--- src/sv/kwm_pkg.sv ---
// ----------------------------------------------------------------------------
// kwm_pkg
// Shared constants, types and helpers of the k-way sorted merge core.
// ----------------------------------------------------------------------------
`default_nettype none

package kwm_pkg;

	localparam int LANES      = 8;
	localparam int VALUE_BITS = 32;
	localparam int LANE_W     = 3;
	localparam int CFG_W      = 4;
	localparam int IDX_W      = $clog2(LANES);
	localparam int SIZE_W     = $clog2(LANES + 1);
	localparam int ENTRY_W    = VALUE_BITS + LANE_W;

	localparam logic [CFG_W-1:0] CFG_RESET = CFG_W'(8);

	// One heap entry: lane head value and the lane it came from
	typedef struct packed {
		logic signed [VALUE_BITS-1:0] val;
		logic [LANE_W-1:0]            lane;
	} entry_t;

	// Kind of result to load into the output register
	typedef enum logic [1:0] {
		RES_BAD_FILL  = 2'd0,
		RES_BAD_MERGE = 2'd1,
		RES_DONE_BAD  = 2'd2,
		RES_EMIT      = 2'd3
	} res_t;

	// Commands from controller to datapath
	typedef struct packed {
		logic capture;    // latch the accepted request
		logic fill_ins;   // insert fill head at heap tail, start sift-up
		logic fill_skip;  // empty fill lane: count it only
		logic rep_root;   // replace root value, start sift-down
		logic pop_root;   // shrink heap, read last entry
		logic take_last;  // move last entry to root, start sift-down
		logic up_step;    // one sift-up level
		logic down_step;  // one sift-down level
		logic out_load;   // load output register
		res_t res_sel;
	} cmd_t;

	// Status from datapath to controller
	typedef struct packed {
		logic merging;
		logic fill_match;
		logic fill_last;
		logic empty;
		logic last_one;
		logic root_match;
		logic in_ex;
		logic up_stop;
		logic down_stop;
	} sts_t;

	// Heap order: smaller value first, lower lane on ties
	function automatic logic precedes(entry_t a, entry_t b);
		logic lt;
		lt = ($signed(a.val) < $signed(b.val)) ||
			(($signed(a.val) == $signed(b.val)) && (a.lane < b.lane));
		return lt;
	endfunction

endpackage

`default_nettype wire

--- src/sv/kwm_ctrl.sv ---
// ----------------------------------------------------------------------------
// kwm_ctrl
// Sequencer of the merge core: decode request, run sift, deliver result.
// ----------------------------------------------------------------------------
`default_nettype none

module kwm_ctrl import kwm_pkg::*; (
	input  wire logic clk,
	input  wire logic arst_n,
	input  wire logic in_valid,
	output logic      in_ready,
	output logic      out_valid,
	input  wire logic out_ready,
	input  wire sts_t sts,
	output cmd_t      cmd
);

	typedef enum logic [5:0] {
		ST_IDLE   = 6'b000001,
		ST_DECIDE = 6'b000010,
		ST_LAST   = 6'b000100,
		ST_UP     = 6'b001000,
		ST_DOWN   = 6'b010000,
		ST_RESULT = 6'b100000
	} state_t;

	state_t state_q, state_nx;
	res_t   res_q, res_nx;
	logic   out_valid_q;
	logic   out_free;

	assign in_ready  = (state_q == ST_IDLE);
	assign out_valid = out_valid_q;
	assign out_free  = !out_valid_q || out_ready;

	always_comb begin
		state_nx = state_q;
		res_nx   = res_q;
		cmd      = '0;
		cmd.res_sel = res_q;
		unique case (state_q)
			ST_IDLE: begin
				if (in_valid) begin
					cmd.capture = 1'b1;
					state_nx    = ST_DECIDE;
				end
			end
			ST_DECIDE: begin
				if (!sts.merging) begin
					if (!sts.fill_match) begin
						res_nx   = RES_BAD_FILL;
						state_nx = ST_RESULT;
					end else if (!sts.in_ex) begin
						cmd.fill_ins = 1'b1;
						state_nx     = ST_UP;
					end else begin
						cmd.fill_skip = 1'b1;
						res_nx        = RES_EMIT;
						state_nx      = sts.fill_last ? ST_RESULT : ST_IDLE;
					end
				end else if (sts.empty) begin
					res_nx   = RES_DONE_BAD;
					state_nx = ST_RESULT;
				end else if (!sts.root_match) begin
					res_nx   = RES_BAD_MERGE;
					state_nx = ST_RESULT;
				end else if (sts.in_ex) begin
					cmd.pop_root = 1'b1;
					res_nx       = RES_EMIT;
					state_nx     = sts.last_one ? ST_RESULT : ST_LAST;
				end else begin
					cmd.rep_root = 1'b1;
					state_nx     = ST_DOWN;
				end
			end
			ST_LAST: begin
				cmd.take_last = 1'b1;
				state_nx      = ST_DOWN;
			end
			ST_UP: begin
				cmd.up_step = 1'b1;
				if (sts.up_stop) begin
					res_nx   = RES_EMIT;
					state_nx = sts.merging ? ST_RESULT : ST_IDLE;
				end
			end
			ST_DOWN: begin
				cmd.down_step = 1'b1;
				if (sts.down_stop) begin
					res_nx   = RES_EMIT;
					state_nx = ST_RESULT;
				end
			end
			ST_RESULT: begin
				// hold until the output register is free
				if (out_free) begin
					cmd.out_load = 1'b1;
					state_nx     = ST_IDLE;
				end
			end
			default: begin
				state_nx = ST_IDLE;
			end
		endcase
	end

	always_ff @(posedge clk or negedge arst_n) begin
		if (!arst_n) begin
			state_q     <= ST_IDLE;
			res_q       <= RES_EMIT;
			out_valid_q <= 1'b0;
		end else begin
			state_q <= state_nx;
			res_q   <= res_nx;
			if (cmd.out_load) begin
				out_valid_q <= 1'b1;
			end else if (out_ready) begin
				out_valid_q <= 1'b0;
			end
		end
	end

endmodule

`default_nettype wire

--- config.mk ---
export PLATFORM = sky130hd
export DESIGN_NAME = kwm_ctrl
export DESIGN_NICKNAME = d
export VERILOG_FILES = /design/src/sv/kwm_pkg.sv /design/src/sv/kwm_ctrl.sv
export SDC_FILE = /design/constraint.sdc
export NUM_CORES = 1
export LEC_CHECK = 0
export BUFFER_PORTS_ARGS = -buffer_cell sky130_fd_sc_hd__buf_4
export CAP_MARGIN = 20
export CORE_MARGIN = 4
export CORE_UTILIZATION = 50
export CTS_CLUSTER_DIAMETER = 80
export CTS_CLUSTER_SIZE = 28
export DETAILED_ROUTE_END_ITERATION = 7
export HOLD_SLACK_MARGIN = 0.06
export PLACE_DENSITY = 0.82
export REMOVE_ABC_BUFFERS = 1
export SYNTH_ARGS = -nofsm -noshare
export SYNTH_HDL_FRONTEND = slang
export SYNTH_SLANG_ARGS = --single-unit
--- constraint.sdc ---
create_clock -name clk -period 3.5 [get_ports clk]
set_input_delay 0.7 -clock clk [delete_from_list [all_inputs] [get_ports clk]]
set_output_delay 0.7 -clock clk [all_outputs]
set_load 0.02 [all_outputs]
# ---- Word-level counts from Yosys, hierarchy flattened
# Cells that the tools add are included.
dict set report word_totals {
  reg_bits 9
  out_inout_bits 13
  word_cells 58
}
dict set report classes {
  n_eq_ne 10
  n_mux 39
  reduce_logical 6
}
# operator n
set ops {}
lappend ops {{$mux W6} 13}
lappend ops {{$pmux W6 S6} 1}
lappend ops {{$mux W2} 12}
lappend ops {{$mux W1} 11}
lappend ops {{$ne A2 B2 Y1 const B} 4}
lappend ops {{$eq A6 B1 Y1 const B} 1}
lappend ops {{$eq A6 B2 Y1 const B} 1}
lappend ops {{$eq A6 B3 Y1 const B} 1}
lappend ops {{$eq A6 B4 Y1 const B} 1}
lappend ops {{$eq A6 B5 Y1 const B} 1}
lappend ops {{$eq A6 B6 Y1 const B} 1}
lappend ops {{$pmux W2 S3} 1}
lappend ops {{$mux W4} 1}
lappend ops {{$reduce_and A4 Y1} 1}
lappend ops {{$reduce_and A3 Y1} 1}
lappend ops {{$reduce_bool A3 Y1} 1}
lappend ops {{$reduce_bool A2 Y1} 1}
lappend ops {{$logic_not A1 Y1} 1}
lappend ops {{$logic_or A1 B1 Y1} 1}

# ---- Logic depth before layout (Yosys ltp)
dict set report depth {
  ltp_word 6
  depth_mapped 5
}

# ---- Worst setup path after synthesis
# Ideal clock, no wire load.
dict set report synth_path {
  kind {input -> output}
  startpoint {in sts[2] in the netlist's numbering}
  endpoint {out cmd[6] in the netlist's numbering}
  arrival_ns 1.644
  required_ns 2.800
  setup_slack_ns 1.156
  path_stages 4
  path_buffers 1
  path_cell_list {clkbuf_1 nand3b_1 or2_2 nor2_1}
}
# item line_no
set synth_lines {}
lappend synth_lines {{start: declaration} kwm_ctrl.sv:14} ;# input wire sts_t sts,
lappend synth_lines {{end: declaration} kwm_ctrl.sv:15} ;# output cmd_t cmd

==> out/qor.yml <==
worstPathArrival_ns: 1.95
ys_ff_latch: 9
fin_cells: 115
critical_path_class: "reg -> out"
post_drt_wl_per_cell_um: 15.75
power.density_nw_per_um2: 640.1
yosysSeqAreaShare: 0.3453
synth.cell_area_sq_um: 663.1
clock_path_buffers: 2
gp_congestion: 0.8347
dieArea_sq_um: 1973
synth_top_cell_by_area: "dfrtp_1"
cp_slowest_cell: "dfrtp_1"
hp-class: "in -> async"
r2r-start: "state_q[1]"
num_vias: 723
finClkSkew_ns: 0.003606
synth.top_cell.area_share: 0.2264
grt_use_total: 0.1961
clk_pin_slew_worst_paths_ns: 0.06
layout_commonest_cell: "buf_4"
cts_tree: "built"
htreeDepth: 1
setup_viol: 0
hold_buffers: 0
ir_drop_v: 0.0003593
reg2regPathDepth: 4
die_height_um: 44.42
ys_warn_count: 0
fin_ws_ns: 0.8500
syn_inst: 76
cp_max_fo: 9
n_antenna_cell: 0
cp_cell_sequence: "nor4_1, nand3b_1, nor3_1, buf_4"
grt_pass1_vias: 628
finalWirelength_mm: 1.811
dp_hpwl_mm: 1.363
drt_pass1_iterations: 4
synthTopCellsByArea: "dfrtp_1 (23%), dfstp_2 (12%), nand3b_1 (6.8%)"
worstMarginPinSlew_ns: 0.5551
synthArstFlopShare: 1.000
p_leak_nw: 0.4179
routed_via_density: 6.287
synthToLayoutAreaGrowth_pct: 30.19
overflow: 0
grt_pass1_wl_mm: 2.801
grt_max_degree: 10
final_cell_mix: "buf_4 (25), nor2_1 (8), nand3b_1 (6), dfrtp_1 (6)"
max_freq_mhz: 377.4
slowest_delay_ns: 0.46
end_kind: "primary output"
slew_headroom: 0.6265
coreArea_sq_um: 1171
die_x_um: 44.42
drt-initial-drc-count: 25
required_ns: 2.80
post-route-drc-count: 0
power_mw: 0.5526
rows: 12
synth-edff-count: 0
numCtsBuffers: 3
drv_slew: 0
root_buffer: "clkbuf_4"
cts_resized: 0
drive_above_1_share: 0.3465
fin_tns_setup_ns: 0
ys_types: 38
postSynthAreaPerCell_sq_um: 8.725
rsz0062_at_grt: "false"
hold_viol_final: 0
synth_top_flop_cell: "dfrtp_1"
r2r-end: "res_q[1]"
fin_crit_sh: 0.7571
drtAntennaViolNets: 0
period_needed_ns: 2.650
start_util: 0.5662
io_buffers: 25
startpoint_type: "flip-flop"
ios: 26
post-place-ws_ns: 1.156
antenna_found_initial: 0
cts_setup_buffers: 0
cap_violations: 0
clk_latency_ns: 0.26
cts_sinks: 9
status: "finished clean"
num-nets-final: 115
r2r_setup_slack_ns: 1.43
dp_cells: 111
==> metrics by stage <==
step             util  cell area, sq um  hold WS (ns)
2_1_floorplan       -             631.9        0.4044
3_3_place_gp   0.7147             837.1        0.5208
3_5_place_dp   0.7147             837.1        0.5315
4_1_cts        0.7372             863.3        0.2507
5_1_grt        0.7372             863.3        0.2492
6_report       0.7372             863.3        0.2502
==> synthesized netlist by cell type, types with 2 or more instances <==
cell	n
nor2_1	8
dfrtp_1	6
nand3b_1	6
nand3_1	4
nor3_1	4
o21ai_0	4
a21oi_1	3
dfstp_2	3
inv_1	3
nor4_1	3
buf_6	2
nand2b_1	2
nor2b_1	2
o22a_1	2
==> registers in the layout, summed over array words and instances (netlist names) <==
signal,count
out_valid,1
res_q,2
state_q,6
==> worst max-delay path, delay by kind of cell, from the launching register on <==
family,cells,cell delay [ns]
buf+inv,1,0.20
flops,1,0.46
simple gates,3,1.03
==> kinds of logic after synthesis <==
| group | count (synthesis) | synth area share |
|---|---|---|
| xor+xnor | 1 | 0.01321 |
| flops | 9 | 0.3453 |
| buf+inv | 7 | 0.06413 |
| compound gates | 17 | 0.1774 |
| simple gates | 42 | 0.4000 |
==> power by group <==
part	total [mW]	switching, mW	leakage (nW)	internal [mW]
clock network	0.0818	0.0377	0.0150	0.0440
logic	0.276	0.144	0.289	0.131
registers	0.195	0.0474	0.114	0.148
==> worst max path at each step <==
stage | from | end | slack [ns] | cells after the start
finish | state_q[4] | cmd[9] | 0.85 | 4
floorplan | state_q[4] | cmd[6] | 1.20 | 3
detailed placement | state_q[4] | cmd[9] | 1.16 | 4
CTS | state_q[4] | cmd[9] | 0.87 | 4
global placement | state_q[4] | cmd[6] | 1.21 | 4
global route | state_q[4] | cmd[9] | 0.67 | 4
==> final cells by class <==
cell class,count,area [sq um]
clock buffer,4,26.28
fill,86,307.8
inverter,3,11.26
multi-input combinational,60,391.6
sequential,9,229.0
tap,14,17.52
timing repair buffer,25,187.7
==> layer usage <==
metal	part of all wire	vias to the layer above	global-route usage
li1	-	341	-
met1	0.43	341	0.2438
met2	0.47	34	0.3081
met3	0.078	7	0.04472
met4	0.025	0	0.1145
met5	0	-	0
No activity file was read; power rests on OpenSTA's default activity.
